--- src/rtl/core/dvp_pkg.sv ---
// Package for the dead reckoning valve position unit.
// Item types, opcodes, register indexes, FSM states, control/status structs.
// No dependencies.
`timescale 1ns / 1ps
`default_nettype none

package dvp_pkg;

    localparam int CNT_W  = 16;
    localparam int STEP_W = 8;
    localparam int PCT_W  = 7;

    // divider: 24-bit dividend, 16-bit divisor, divisor pre-shift up to 23
    localparam int DIV_DW = 24;
    localparam int DIV_SW = 40;
    localparam int DIV_NW = 5;

    localparam logic [CNT_W-1:0]  MAX_TICK_COUNT = 16'hFFFF;
    localparam logic [PCT_W-1:0]  PCT_FULL       = 7'd100;
    localparam logic [PCT_W-1:0]  PREC_OK_MAX    = 7'd25;
    localparam logic [CNT_W-1:0]  RATIO_MIN      = 16'd8;
    localparam logic [STEP_W-1:0] MIN_STEP_RESET = 8'd31;

    localparam logic [DIV_NW-1:0] DIV_N_SMALL = 5'd7;
    localparam logic [DIV_NW-1:0] DIV_N_REV   = 5'd16;

    localparam int APB_AW = 4;
    localparam int APB_DW = 32;

    typedef enum logic [1:0] {
        REG_TRAVEL_CLOSE = 2'd0,
        REG_TRAVEL_OPEN  = 2'd1,
        REG_MIN_STEP     = 2'd2
    } dvp_reg_t;

    typedef enum logic [1:0] {
        OP_TICK          = 2'd0,
        OP_RECONCILE     = 2'd1,
        OP_PRESET_OPEN   = 2'd2,
        OP_PRESET_CLOSED = 2'd3
    } dvp_op_t;

    typedef struct packed {
        logic [1:0] op;
        logic       opening;
    } dvp_in_t;

    typedef struct packed {
        logic [PCT_W-1:0] percent_open;
        logic [PCT_W-1:0] precision_pct;
        logic             calib_ok;
        logic [CNT_W-1:0] closing_ticks;
    } dvp_out_t;

    typedef enum logic [3:0] {
        ST_IDLE,
        ST_PREP,
        ST_PREC,
        ST_EVAL,
        ST_REV,
        ST_MUL,
        ST_SUB,
        ST_PCT,
        ST_PCTW,
        ST_OUT
    } dvp_state_t;

    typedef struct packed {
        logic tick;
        logic preset_open;
        logic preset_closed;
        logic prep;
        logic eval;
        logic rev_latch;
        logic mul;
        logic sub;
        logic pct_start;
        logic load_out;
    } dvp_cmd_t;

    typedef struct packed {
        logic div_busy;
        logic shift_done;
        logic os_zero;
    } dvp_sts_t;

endpackage

`default_nettype wire

--- src/rtl/core/dvp_regs.sv ---
// APB configuration registers: travel counts and minimum step.
// Depends on dvp_pkg.
`timescale 1ns / 1ps
`default_nettype none

module dvp_regs import dvp_pkg::*; (
    input  wire logic              aclk,
    input  wire logic              aresetn,
    input  wire logic              psel,
    input  wire logic              penable,
    input  wire logic              pwrite,
    input  wire logic [APB_AW-1:0] paddr,
    input  wire logic [APB_DW-1:0] pwdata,
    output logic      [APB_DW-1:0] prdata,
    output logic                   pready,
    output logic      [CNT_W-1:0]  travel_close,
    output logic      [CNT_W-1:0]  travel_open,
    output logic      [STEP_W-1:0] min_step
);

    logic [CNT_W-1:0]  tc_reg, tc_next;
    logic [CNT_W-1:0]  to_reg, to_next;
    logic [STEP_W-1:0] step_reg, step_next;
    logic              wr_en;
    logic [1:0]        idx;

    assign pready = 1'b1;
    assign wr_en  = psel & penable & pwrite;
    assign idx    = paddr[3:2];

    always_comb begin
        tc_next   = tc_reg;
        to_next   = to_reg;
        step_next = step_reg;
        if (wr_en) begin
            case (idx)
                REG_TRAVEL_CLOSE: tc_next   = pwdata[CNT_W-1:0];
                REG_TRAVEL_OPEN:  to_next   = pwdata[CNT_W-1:0];
                REG_MIN_STEP:     step_next = pwdata[STEP_W-1:0];
                default: ;
            endcase
        end
    end

    always_ff @(posedge aclk) begin
        if (!aresetn) begin
            tc_reg   <= '0;
            to_reg   <= '0;
            step_reg <= MIN_STEP_RESET;
        end else begin
            tc_reg   <= tc_next;
            to_reg   <= to_next;
            step_reg <= step_next;
        end
    end

    always_comb begin
        case (idx)
            REG_TRAVEL_CLOSE: prdata = APB_DW'(tc_reg);
            REG_TRAVEL_OPEN:  prdata = APB_DW'(to_reg);
            REG_MIN_STEP:     prdata = APB_DW'(step_reg);
            default:          prdata = '0;
        endcase
    end

    assign travel_close = tc_reg;
    assign travel_open  = to_reg;
    assign min_step     = step_reg;

endmodule

`default_nettype wire

--- src/rtl/core/dvp_div.sv ---
// Restoring divider, one quotient bit per cycle, step count set per start.
// Quotient must fit in nbits bits. Depends on dvp_pkg.
`timescale 1ns / 1ps
`default_nettype none

module dvp_div import dvp_pkg::*; (
    input  wire logic              aclk,
    input  wire logic              aresetn,
    input  wire logic              start,
    input  wire logic [DIV_DW-1:0] dividend,
    input  wire logic [CNT_W-1:0]  divisor,
    input  wire logic [DIV_NW-1:0] nbits,
    output logic                   busy,
    output logic      [DIV_DW-1:0] quot,
    output logic      [DIV_DW-1:0] rem
);

    logic              busy_reg, busy_next;
    logic [DIV_NW-1:0] cnt_reg, cnt_next;
    logic [DIV_DW-1:0] rem_reg, rem_next;
    logic [DIV_DW-1:0] quot_reg, quot_next;
    logic [DIV_SW-1:0] dsh_reg, dsh_next;
    logic              fits;

    assign fits = DIV_SW'(rem_reg) >= dsh_reg;

    always_comb begin
        busy_next = busy_reg;
        cnt_next  = cnt_reg;
        rem_next  = rem_reg;
        quot_next = quot_reg;
        dsh_next  = dsh_reg;
        if (start) begin
            busy_next = 1'b1;
            cnt_next  = nbits;
            rem_next  = dividend;
            quot_next = '0;
            dsh_next  = DIV_SW'(divisor) << (nbits - 1'b1);
        end else if (busy_reg) begin
            if (fits) begin
                rem_next = rem_reg - dsh_reg[DIV_DW-1:0];
            end
            quot_next = {quot_reg[DIV_DW-2:0], fits};
            dsh_next  = dsh_reg >> 1;
            cnt_next  = cnt_reg - 1'b1;
            if (cnt_reg == DIV_NW'(1)) begin
                busy_next = 1'b0;
            end
        end
    end

    always_ff @(posedge aclk) begin
        if (!aresetn) begin
            busy_reg <= 1'b0;
            cnt_reg  <= '0;
        end else begin
            busy_reg <= busy_next;
            cnt_reg  <= cnt_next;
        end
    end

    always_ff @(posedge aclk) begin
        rem_reg  <= rem_next;
        quot_reg <= quot_next;
        dsh_reg  <= dsh_next;
    end

    assign busy = busy_reg;
    assign quot = quot_reg;
    assign rem  = rem_reg;

endmodule

`default_nettype wire

--- src/rtl/core/dvp_datapath.sv ---
// Datapath: tick counters, ratio reduction, precision, reconcile, percent open.
// Depends on dvp_pkg and dvp_div.
`timescale 1ns / 1ps
`default_nettype none

module dvp_datapath import dvp_pkg::*; (
    input  wire logic              aclk,
    input  wire logic              aresetn,
    input  wire dvp_in_t           s_item,
    input  wire dvp_cmd_t          cmd,
    input  wire logic [CNT_W-1:0]  travel_close,
    input  wire logic [CNT_W-1:0]  travel_open,
    input  wire logic [STEP_W-1:0] min_step,
    output dvp_sts_t               sts,
    output dvp_out_t               m_item
);

    logic [CNT_W-1:0]  closing_reg, closing_next;
    logic [CNT_W-1:0]  reverse_reg, reverse_next;
    logic [CNT_W-1:0]  lo_reg;
    logic              cap_reg;
    logic [CNT_W-1:0]  c_reg, c_next;
    logic [CNT_W-1:0]  o_reg, o_next;
    logic [PCT_W-1:0]  prec_reg;
    logic              ok_reg;
    logic [CNT_W-1:0]  blocks_reg;
    logic [DIV_DW-1:0] prod_reg;
    logic              zero_reg;
    logic              ge_reg;
    dvp_out_t          out_reg;

    logic [CNT_W-1:0]  lo_val;
    logic [22:0]       step_x128;
    logic [22:0]       lo_x100;
    logic [CNT_W-1:0]  max_co;
    logic [CNT_W-1:0]  min_co;
    logic              shift_need;
    logic [PCT_W-1:0]  prec_val;
    logic [PCT_W-1:0]  pct_val;

    logic              div_start;
    logic [DIV_DW-1:0] div_dividend;
    logic [CNT_W-1:0]  div_divisor;
    logic [DIV_NW-1:0] div_nbits;
    logic              div_busy;
    logic [DIV_DW-1:0] div_quot;
    logic [DIV_DW-1:0] div_rem;

    assign lo_val     = (travel_close < travel_open) ? travel_close : travel_open;
    assign step_x128  = 23'({min_step, 7'b0});
    assign lo_x100    = 23'(lo_val) * 23'(PCT_FULL);
    assign max_co     = (c_reg > o_reg) ? c_reg : o_reg;
    assign min_co     = (c_reg < o_reg) ? c_reg : o_reg;
    assign shift_need = max_co > CNT_W'(min_step);
    assign prec_val   = cap_reg ? PCT_FULL : div_quot[PCT_W-1:0];

    // divider operand select: precision, reverse blocks, percent open
    always_comb begin
        div_start    = 1'b0;
        div_dividend = DIV_DW'(step_x128);
        div_divisor  = lo_val;
        div_nbits    = DIV_N_SMALL;
        if (cmd.prep) begin
            div_start = 1'b1;
        end else if (cmd.eval) begin
            div_start    = (o_reg != '0);
            div_dividend = DIV_DW'(reverse_reg);
            div_divisor  = o_reg;
            div_nbits    = DIV_N_REV;
        end else if (cmd.pct_start) begin
            div_start    = 1'b1;
            div_dividend = DIV_DW'(travel_close - closing_reg) * DIV_DW'(PCT_FULL);
            div_divisor  = travel_close;
            div_nbits    = DIV_N_SMALL;
        end
    end

    dvp_div u_div (
        .aclk     (aclk),
        .aresetn  (aresetn),
        .start    (div_start),
        .dividend (div_dividend),
        .divisor  (div_divisor),
        .nbits    (div_nbits),
        .busy     (div_busy),
        .quot     (div_quot),
        .rem      (div_rem)
    );

    // counters
    always_comb begin
        closing_next = closing_reg;
        reverse_next = reverse_reg;
        if (cmd.tick) begin
            if (!s_item.opening) begin
                if (closing_reg < MAX_TICK_COUNT) closing_next = closing_reg + 1'b1;
            end else begin
                if (reverse_reg < MAX_TICK_COUNT) reverse_next = reverse_reg + 1'b1;
            end
        end else if (cmd.preset_open) begin
            closing_next = '0;
            reverse_next = '0;
        end else if (cmd.preset_closed) begin
            closing_next = travel_close;
            reverse_next = '0;
        end else if (cmd.rev_latch) begin
            reverse_next = div_rem[CNT_W-1:0];
        end else if (cmd.sub) begin
            // whole blocks at once, floored at zero
            closing_next = (DIV_DW'(closing_reg) > prod_reg)
                         ? closing_reg - prod_reg[CNT_W-1:0] : '0;
        end
    end

    always_ff @(posedge aclk) begin
        if (!aresetn) begin
            closing_reg <= '0;
            reverse_reg <= '0;
        end else begin
            closing_reg <= closing_next;
            reverse_reg <= reverse_next;
        end
    end

    // ratio reduction: one shift per cycle until neither exceeds the step
    always_comb begin
        c_next = c_reg;
        o_next = o_reg;
        if (cmd.prep) begin
            c_next = travel_close;
            o_next = travel_open;
        end else if (shift_need) begin
            c_next = c_reg >> 1;
            o_next = o_reg >> 1;
        end
    end

    always_comb begin
        if (zero_reg)    pct_val = PCT_FULL;
        else if (ge_reg) pct_val = '0;
        else             pct_val = div_quot[PCT_W-1:0];
    end

    always_ff @(posedge aclk) begin
        c_reg <= c_next;
        o_reg <= o_next;
        if (cmd.prep) begin
            lo_reg  <= lo_val;
            cap_reg <= (lo_val == '0) || (step_x128 >= lo_x100);
        end
        if (cmd.eval) begin
            prec_reg <= prec_val;
            ok_reg   <= (lo_reg != '0) && (prec_val <= PREC_OK_MAX) && (min_co >= RATIO_MIN);
        end
        if (cmd.rev_latch) begin
            blocks_reg <= div_quot[CNT_W-1:0];
        end
        if (cmd.mul) begin
            prod_reg <= DIV_DW'(blocks_reg) * DIV_DW'(c_reg[STEP_W-1:0]);
        end
        if (cmd.pct_start) begin
            zero_reg <= (closing_reg == '0);
            ge_reg   <= (closing_reg >= travel_close);
        end
        if (cmd.load_out) begin
            out_reg.percent_open  <= pct_val;
            out_reg.precision_pct <= prec_reg;
            out_reg.calib_ok      <= ok_reg;
            out_reg.closing_ticks <= closing_reg;
        end
    end

    assign sts.div_busy   = div_busy;
    assign sts.shift_done = !shift_need;
    assign sts.os_zero    = (o_reg == '0);
    assign m_item         = out_reg;

endmodule

`default_nettype wire

--- src/rtl/core/dvp_ctrl.sv ---
// Controller FSM: sequences reconcile steps and owns both handshakes.
// Depends on dvp_pkg.
`timescale 1ns / 1ps
`default_nettype none

module dvp_ctrl import dvp_pkg::*; (
    input  wire logic       aclk,
    input  wire logic       aresetn,
    input  wire logic       s_valid,
    input  wire logic [1:0] s_op,
    input  wire logic       m_ready,
    input  wire dvp_sts_t   sts,
    output logic            s_ready,
    output logic            m_valid,
    output dvp_cmd_t        cmd
);

    dvp_state_t state_reg, state_next;
    logic       m_valid_reg, m_valid_next;
    logic       accept;
    logic       out_free;

    assign accept   = s_valid && (state_reg == ST_IDLE);
    assign out_free = !m_valid_reg || m_ready;

    always_comb begin
        state_next = state_reg;
        case (state_reg)
            ST_IDLE: begin
                if (accept && (s_op == OP_RECONCILE)) state_next = ST_PREP;
            end
            ST_PREP: state_next = ST_PREC;
            ST_PREC: begin
                if (!sts.div_busy && sts.shift_done) state_next = ST_EVAL;
            end
            ST_EVAL: state_next = sts.os_zero ? ST_PCT : ST_REV;
            ST_REV: begin
                if (!sts.div_busy) state_next = ST_MUL;
            end
            ST_MUL:  state_next = ST_SUB;
            ST_SUB:  state_next = ST_PCT;
            ST_PCT:  state_next = ST_PCTW;
            ST_PCTW: begin
                if (!sts.div_busy) state_next = ST_OUT;
            end
            ST_OUT: begin
                if (out_free) state_next = ST_IDLE;
            end
            default: state_next = ST_IDLE;
        endcase
    end

    always_comb begin
        cmd               = '0;
        s_ready           = (state_reg == ST_IDLE);
        cmd.tick          = accept && (s_op == OP_TICK);
        cmd.preset_open   = accept && (s_op == OP_PRESET_OPEN);
        cmd.preset_closed = accept && (s_op == OP_PRESET_CLOSED);
        cmd.prep          = (state_reg == ST_PREP);
        cmd.eval          = (state_reg == ST_EVAL);
        cmd.rev_latch     = (state_reg == ST_REV) && !sts.div_busy;
        cmd.mul           = (state_reg == ST_MUL);
        cmd.sub           = (state_reg == ST_SUB);
        cmd.pct_start     = (state_reg == ST_PCT);
        cmd.load_out      = (state_reg == ST_OUT) && out_free;
    end

    always_comb begin
        if (cmd.load_out)  m_valid_next = 1'b1;
        else if (m_ready)  m_valid_next = 1'b0;
        else               m_valid_next = m_valid_reg;
    end

    always_ff @(posedge aclk) begin
        if (!aresetn) begin
            state_reg   <= ST_IDLE;
            m_valid_reg <= 1'b0;
        end else begin
            state_reg   <= state_next;
            m_valid_reg <= m_valid_next;
        end
    end

    assign m_valid = m_valid_reg;

`ifndef SYNTHESIS
    a_div_free_at_start: assert property (@(posedge aclk) disable iff (!aresetn)
        (cmd.prep || cmd.pct_start) |-> !sts.div_busy)
        else $error("divider started while busy");

    a_eval_after_shift: assert property (@(posedge aclk) disable iff (!aresetn)
        (state_reg == ST_EVAL) |-> sts.shift_done)
        else $error("ratio used before reduction finished");

    a_out_holds: assert property (@(posedge aclk) disable iff (!aresetn)
        ((state_reg == ST_OUT) && !out_free) |=> (state_reg == ST_OUT))
        else $error("result dropped while output stalled");

    a_load_sets_valid: assert property (@(posedge aclk) disable iff (!aresetn)
        cmd.load_out |=> m_valid_reg)
        else $error("result loaded without valid");
`endif

endmodule

`default_nettype wire

--- src/rtl/core/dead_reckoning_valve_position_unit.sv ---
// Tick, preset-open and preset-closed items: no result, taken back to back.
// Reconcile item: the shared divider (7, 16 and 7 bit steps) and the ratio shifter (up to 16
// steps, beside the first divide) set the time from accept to m_valid; the reverse step is
// skipped when the reduced open ratio is zero. s_ready returns with m_valid.
// One item at a time; a pending result does not block new items until the next result is due.
// Reset: aresetn synchronous, active low; counters zero, travel counts zero, min step 31.
`timescale 1ns / 1ps
`default_nettype none

module dead_reckoning_valve_position_unit import dvp_pkg::*; (
    input  wire logic              aclk,
    input  wire logic              aresetn,
    // item input
    input  wire logic              s_valid,
    output logic                   s_ready,
    input  wire dvp_in_t           s_data,
    // result output
    output logic                   m_valid,
    input  wire logic              m_ready,
    output dvp_out_t               m_data,
    // configuration
    input  wire logic              psel,
    input  wire logic              penable,
    input  wire logic              pwrite,
    input  wire logic [APB_AW-1:0] paddr,
    input  wire logic [APB_DW-1:0] pwdata,
    output logic      [APB_DW-1:0] prdata,
    output logic                   pready
);

    logic [CNT_W-1:0]  travel_close;
    logic [CNT_W-1:0]  travel_open;
    logic [STEP_W-1:0] min_step;
    dvp_cmd_t          cmd;
    dvp_sts_t          sts;

    // config registers; to be written only while idle, which the block itself does not enforce
    dvp_regs u_regs (
        .aclk         (aclk),
        .aresetn      (aresetn),
        .psel         (psel),
        .penable      (penable),
        .pwrite       (pwrite),
        .paddr        (paddr),
        .pwdata       (pwdata),
        .prdata       (prdata),
        .pready       (pready),
        .travel_close (travel_close),
        .travel_open  (travel_open),
        .min_step     (min_step)
    );

    // sequencer: decodes ops, steps reconcile, owns valid/ready
    dvp_ctrl u_ctrl (
        .aclk    (aclk),
        .aresetn (aresetn),
        .s_valid (s_valid),
        .s_op    (s_data.op),
        .m_ready (m_ready),
        .sts     (sts),
        .s_ready (s_ready),
        .m_valid (m_valid),
        .cmd     (cmd)
    );

    // counters, derived calibration values, divider, result register
    dvp_datapath u_dp (
        .aclk         (aclk),
        .aresetn      (aresetn),
        .s_item       (s_data),
        .cmd          (cmd),
        .travel_close (travel_close),
        .travel_open  (travel_open),
        .min_step     (min_step),
        .sts          (sts),
        .m_item       (m_data)
    );

endmodule

`default_nettype wire

--- config.mk ---
export PLATFORM = sky130hd
export DESIGN_NAME = dead_reckoning_valve_position_unit
export DESIGN_NICKNAME = d
export VERILOG_FILES = /design/src/rtl/core/dvp_pkg.sv /design/src/rtl/core/dvp_regs.sv /design/src/rtl/core/dvp_div.sv /design/src/rtl/core/dvp_datapath.sv /design/src/rtl/core/dvp_ctrl.sv /design/src/rtl/core/dead_reckoning_valve_position_unit.sv
export SDC_FILE = /design/constraint.sdc
export NUM_CORES = 1
export LEC_CHECK = 0
export BUFFER_PORTS_ARGS = -buffer_cell sky130_fd_sc_hd__buf_2
export CAP_MARGIN = 5
export CORE_MARGIN = 2
export CORE_UTILIZATION = 40
export CTS_BUF_LIST = sky130_fd_sc_hd__clkbuf_4 sky130_fd_sc_hd__clkbuf_8 sky130_fd_sc_hd__clkbuf_16
export DETAILED_ROUTE_END_ITERATION = 6
export PLACE_DENSITY = 0.58
export SETUP_SLACK_MARGIN = 0.5
export SYNTH_ARGS = -nofsm -noshare
export SYNTH_HDL_FRONTEND = slang
export SYNTH_SLANG_ARGS = --single-unit
--- constraint.sdc ---
create_clock -name aclk -period 6.6 [get_ports aclk]
set_clock_uncertainty 0.05 [all_clocks]
set_input_delay 0.33 -clock aclk [delete_from_list [all_inputs] [get_ports aclk]]
set_output_delay 0.33 -clock aclk [all_outputs]
set_load 0.005 [all_outputs]
Word-level counts from Yosys, hierarchy flattened
Index checks and enable logic that the tools add are counted.

$add $sub $neg: 7. Multipliers: 3. $lt $le $gt $ge: 12. Equal/unequal tests: 25. Shifts and indexed selects: 1. Multiplexer cells: 54. Bitwise gates (word level): 2. Reductions and logical operators: 37.

Operator list (number): 16-bit two-way mux (24); 24-bit two-way mux (6); 40-bit two-way mux (2); 16-bit zero test (3); 16-bit case mux with 3 select lines (1); 24-bit by 40-bit >= comparator with 1-bit output (1); 4-bit case mux with 10 select lines (1); 16-bit by 5-bit left shift with 40-bit output (1); 16-bit by 1-bit adder with 16-bit output (second input constant) (2); 16-bit less-than comparator (2); 16-bit less-than comparator (second input constant) (2); 16-bit nonzero test (2); 16-bit by 24-bit > comparator with 1-bit output (1); 16-bit by 8-bit multiplier with 24-bit output (1); 24-bit by 5-bit multiplier with 22-bit output (second input constant) (1); 24-bit subtractor (1); 15-bit by 23-bit >= comparator with 1-bit output (1); 16-bit by 5-bit multiplier with 21-bit output (second input constant) (1); 4-bit two-way mux (5); 5-bit two-way mux (4); 16-bit by 16-bit subtractor with 17-bit output (1); 4-bit by 3-bit equality test with 1-bit output (second input constant) (4); 16-bit >= comparator (1); 16-bit by 4-bit >= comparator with 1-bit output (second input constant) (1); other kinds (30) (72).

Register bits: 293. Bits of input ports: 46. Output and inout bits: 66.

Depth between registers and ports, before layout
Word-level depth: 7. Depth in mapped cells: 28. Depth with buffers taken out: 26.

By module
From an unflattened synthesis, not the netlist that was laid out.

Cells, all modules: 2864. Area, all modules: 25947.4 sq um.

By module, submodules not included: dvp_datapath (times used 1, cells an instance 1915, area an instance 17394.2 sq um, seq. area each 4544.4 sq um); dvp_div (times used 1, cells an instance 671, area an instance 6103.4 sq um, seq. area each 2522.4 sq um); dvp_regs (times used 1, cells an instance 222, area an instance 1990.7 sq um, seq. area each 800.8 sq um); dvp_ctrl (times used 1, cells an instance 56, area an instance 459.2 sq um, seq. area each 100.1 sq um).

Worst setup path after synthesis
No wires, ideal clock.

Path type: reg-to-reg. Start: register u_regs.to_reg[9], in the netlist u_regs.travel_open[9]. End: register u_dp.cap_reg (data pin). Arrival time: 5.713 ns. Required time: 6.381 ns. Slack: 0.668 ns. Cell stages (with the launch flop): 29. Path buffers: 2. Clock period less this slack: 5.932 ns. Path through: dfxtp_1 inv_1 ha_1 a21o_1 a21o_1 a22o_1 a311oi_1 a211o_1 buf_2 buf_4 mux2i_1 inv_1 ha_1 ha_1 inv_1 fa_1 inv_1 ha_1 nand3_1 o211ai_1 o41ai_1 xor2_1 ha_1 nor4bb_1 nand3_1 nor2_1 o211a_1 o2111ai_1 o31ai_1.

Cells in the longest elaborated chain, start to end: 5. Elaborated cells on any way between the ends: 6. Classes of those cells: mul (1); order compare (2); mux (1); reduce/logical (2).

Ends and longest elaborated chain: start, declared (line dvp_regs.sv:22) `logic [CNT_W-1:0] to_reg, to_next;`; start signal, assigned (line dvp_regs.sv:52) `to_reg <= to_next;`; 16-bit less-than comparator (*) (line dvp_datapath.sv:49) `assign lo_val = (travel_close < travel_open) ? travel_close : travel_open;`; 16-bit two-way mux (*) (line dvp_datapath.sv:49); via u_dp.lo_val[6] (line dvp_datapath.sv:32) `logic [CNT_W-1:0] lo_val;`; 16-bit by 5-bit multiplier with 21-bit output (line dvp_datapath.sv:51) `assign lo_x100 = 23'(lo_val) * 23'(PCT_FULL);`; 15-bit by 23-bit >= comparator with 1-bit output (line dvp_datapath.sv:149) `cap_reg <= (lo_val == '0) || (step_x128 >= lo_x100);`; 1-bit logical OR (*) (line dvp_datapath.sv:149); end signal, assigned (line dvp_datapath.sv:149); end, declared (line dvp_datapath.sv:21) `logic cap_reg;`.

Mark *: on every way through the listed nets, which the timed path passes. The rest lies on a longest branch. A chain may end at the register's enable or synchronous reset.

Final worst setup path
Start: register u_regs.to_reg[4], in the netlist u_regs.travel_open[4]. End: register u_dp.cap_reg (data pin).

Same word-level chain as after synthesis.

==> out/results.ini <==
[status]
status = finished, final reports clean

[yosys]
synth_most_common_cell = inv_1
synth_edf_count = 194
syn-instance-count = 2579
yosysWarnings = 0
synth_top_area_share_pct = 24.1
synth-seq-cells = 293
ys_types = 82
ys.flop_type = edfxtp_1
syn_avg_cell_area_um2 = 9.38
ys_seq_area_share_pct = 32.3
syn_area_um2 = 24200
yosys-top-cells-count = inv_1 (336), ha_1 (263), nand2_1 (261)
synthTopCellsByArea = edfxtp_1 (24%), ha_1 (14%), fa_1 (9.4%), dfxtp_1 (8.2%), inv_1 (5.2%)
synth_top_area_cell = edfxtp_1
async_reset_ff_share_pct = 0

[cts]
cts_tree = built
cts-buffers-inserted = 36
root_buffer = clkbuf_16
cts.path.max_buffers = 3
clk_pin_slew_worst_paths_ps = 60
cts_sinks = 293
clk-insertion-delay-late_ps = 560
ctsHtreeMaxLevel = 2

[drt]
drt-pass1-iter-count = 7
initialDrtViolationCount = 1686
detail-route-antenna-nets = 0
viasPerCell = 5.62
wirelength_um = 73400
drc = 0
vias = 19800
drt-wirelength-per-cell_um = 20.9

[sta]
drv_slew = 0
fmax_mhz = 172
worstMarginPinSlew_ps = 1200
fin_setup_tns_ps = 0
grt_setup_unrepaired = true
period_needed_ps = 5820
slew_headroom_pct = 20.0
fin_crit_sh_pct = 88.2
setup_viol = 0
setup_slack_ps = 782
hold_viol = 0

[place]
hpwlAfterDp_um = 55600
place_congestion = 0.954
post-place-ws_ps = 193
portBuffers = 76

[global_routing]
grt_max_degree = 72
antenna_found_initial = 2
gr-usage-all-layers_pct = 23.1
grt_pass1_vias = 19600
overflow = 0
grt_pass1_wl_um = 113000

[die]
die_x_um = 250
die_area_um2 = 62500
row_count = 90
core_area_um2 = 60100
ios = 112
fp.dieH_um = 250
initial_utilization_pct = 40.2

[critical_path]
worst_setup_path_end_kind = flop
rr_worst_depth = 23
setup.worst_path.start_class = flop
critPathKind = flop to flop
cp_max_fo = 7
required_ps = 6950
critPathArrivalTime_ps = 6170

[hold_path]
hold_path_depth = 3
worstHoldPathType = input port to flop

[final_layout]
nets = 3129
largest_reg_flops = 40
drive_gt1_share_pct = 11.7
utilization_pct = 45.6
syn_to_final_growth_pct = 13.3

[run]
cap_violations = 0

## per-stage QoR
stage          instance area (um2)  std cells  hold WS (ps)
2_1_floorplan                24300       2595           350
3_3_place_gp                 25700       3419           357
3_5_place_dp                 25700       3419           356
4_1_cts                      27100       3499           118
5_1_grt                      27400       3514           128
6_report                     27400       3515           140
## worst max-delay path: stages, from the launching register on
cell       delay (ps)
dfxtp_1           450
inv_1              70
ha_1              300
nand4_1            80
and3_1            190
o21ai_2           100
a311oi_2          130
a211o_1           330
buf_4             160
clkbuf_16         150
buf_4             140
mux2_2            370
ha_1              310
ha_1              310
fa_1              410
ha_1              360
inv_1             140
a31oi_1           180
a21oi_1            60
or4_1             500
a211oi_1          300
o211a_1           190
o2111ai_1          90
o31ai_1           240
## cell families after synthesis
kind of cell	count (synthesis)	synth area share, %
AOI/OAI and AO/OA	556	15.3
xor gates and xnor gates	100	3.62
adders and majority gates	377	23.0
buffers and inverters	438	7.11
DFF	293	32.3
muxes	86	3.71
other	2	0.0310
and+or+nand+nor	727	14.9
## metal layers
| metal | global-route usage (%) | up-vias | share of wire [%] |
|---|---|---|---|
| li1 | - | 9262 | - |
| met4 | 7.89 | 2 | 3.2 |
| met2 | 36.8 | 680 | 45 |
| met1 | 32.3 | 9701 | 45 |
| met3 | 3.16 | 124 | 6.4 |
| met5 | 0 | - | 0.015 |
## worst paths after layout
| check | startpoint | end | slack (ps) |
|---|---|---|---|
| setup / recovery | u_regs.travel_open[4] | u_dp.cap_reg | 780 |
| setup reg to reg | u_regs.travel_open[4] | u_dp.cap_reg | 780 |
| hold reg to reg | u_dp.prec_reg[5] | u_dp.m_item[22] | 380 |
| hold / removal | m_ready | u_ctrl.m_valid | 140 |
## layout make-up
cell class | instances | area (um2)
fill | 5811 | 32700
multi-input combinational | 1864 | 15000
sequential | 293 | 7820
inverter | 338 | 1270
timing repair buffer | 173 | 1180
clock buffer | 47 | 1030
tap | 782 | 978
clock inverter | 17 | 114
antenna | 1 | 2.50
## layout by cell type (no fill, tap or decap), types with 24 or more instances in the layout
cell type	Yosys	layout
a21oi_1	117	115
ha_1	263	257
a22oi_1	32	32
nor2_1	114	111
o21ai_0	113	111
dfxtp_1	99	93
mux2_2	29	29
and2_1	76	76
xor2_1	42	41
nand2_1	261	261
fa_1	114	113
nand3_1	48	48
inv_1	336	333
and3_1	24	24
nor3_1	36	32
a21boi_0	35	35
xnor2_1	58	57
nor2b_1	36	36
a21o_1	46	46
mux2i_1	57	49
buf_2	7	76
buf_4	18	79
edfxtp_1	194	194
clkbuf_16	0	38
## timing repair
action                                 4_1_cts  5_1_grt
setup endpoints to repair                    3        5
cloned                                       0        1
endpoints found under the hold margin       31        0
pin swaps                                    2       10
hold buffers                                16        0
setup buffers                                0       14
gates resized for setup                     11       37
Power is not shown: default switching activity piles up to over one toggle a cycle in this logic, so the estimate is an artifact.
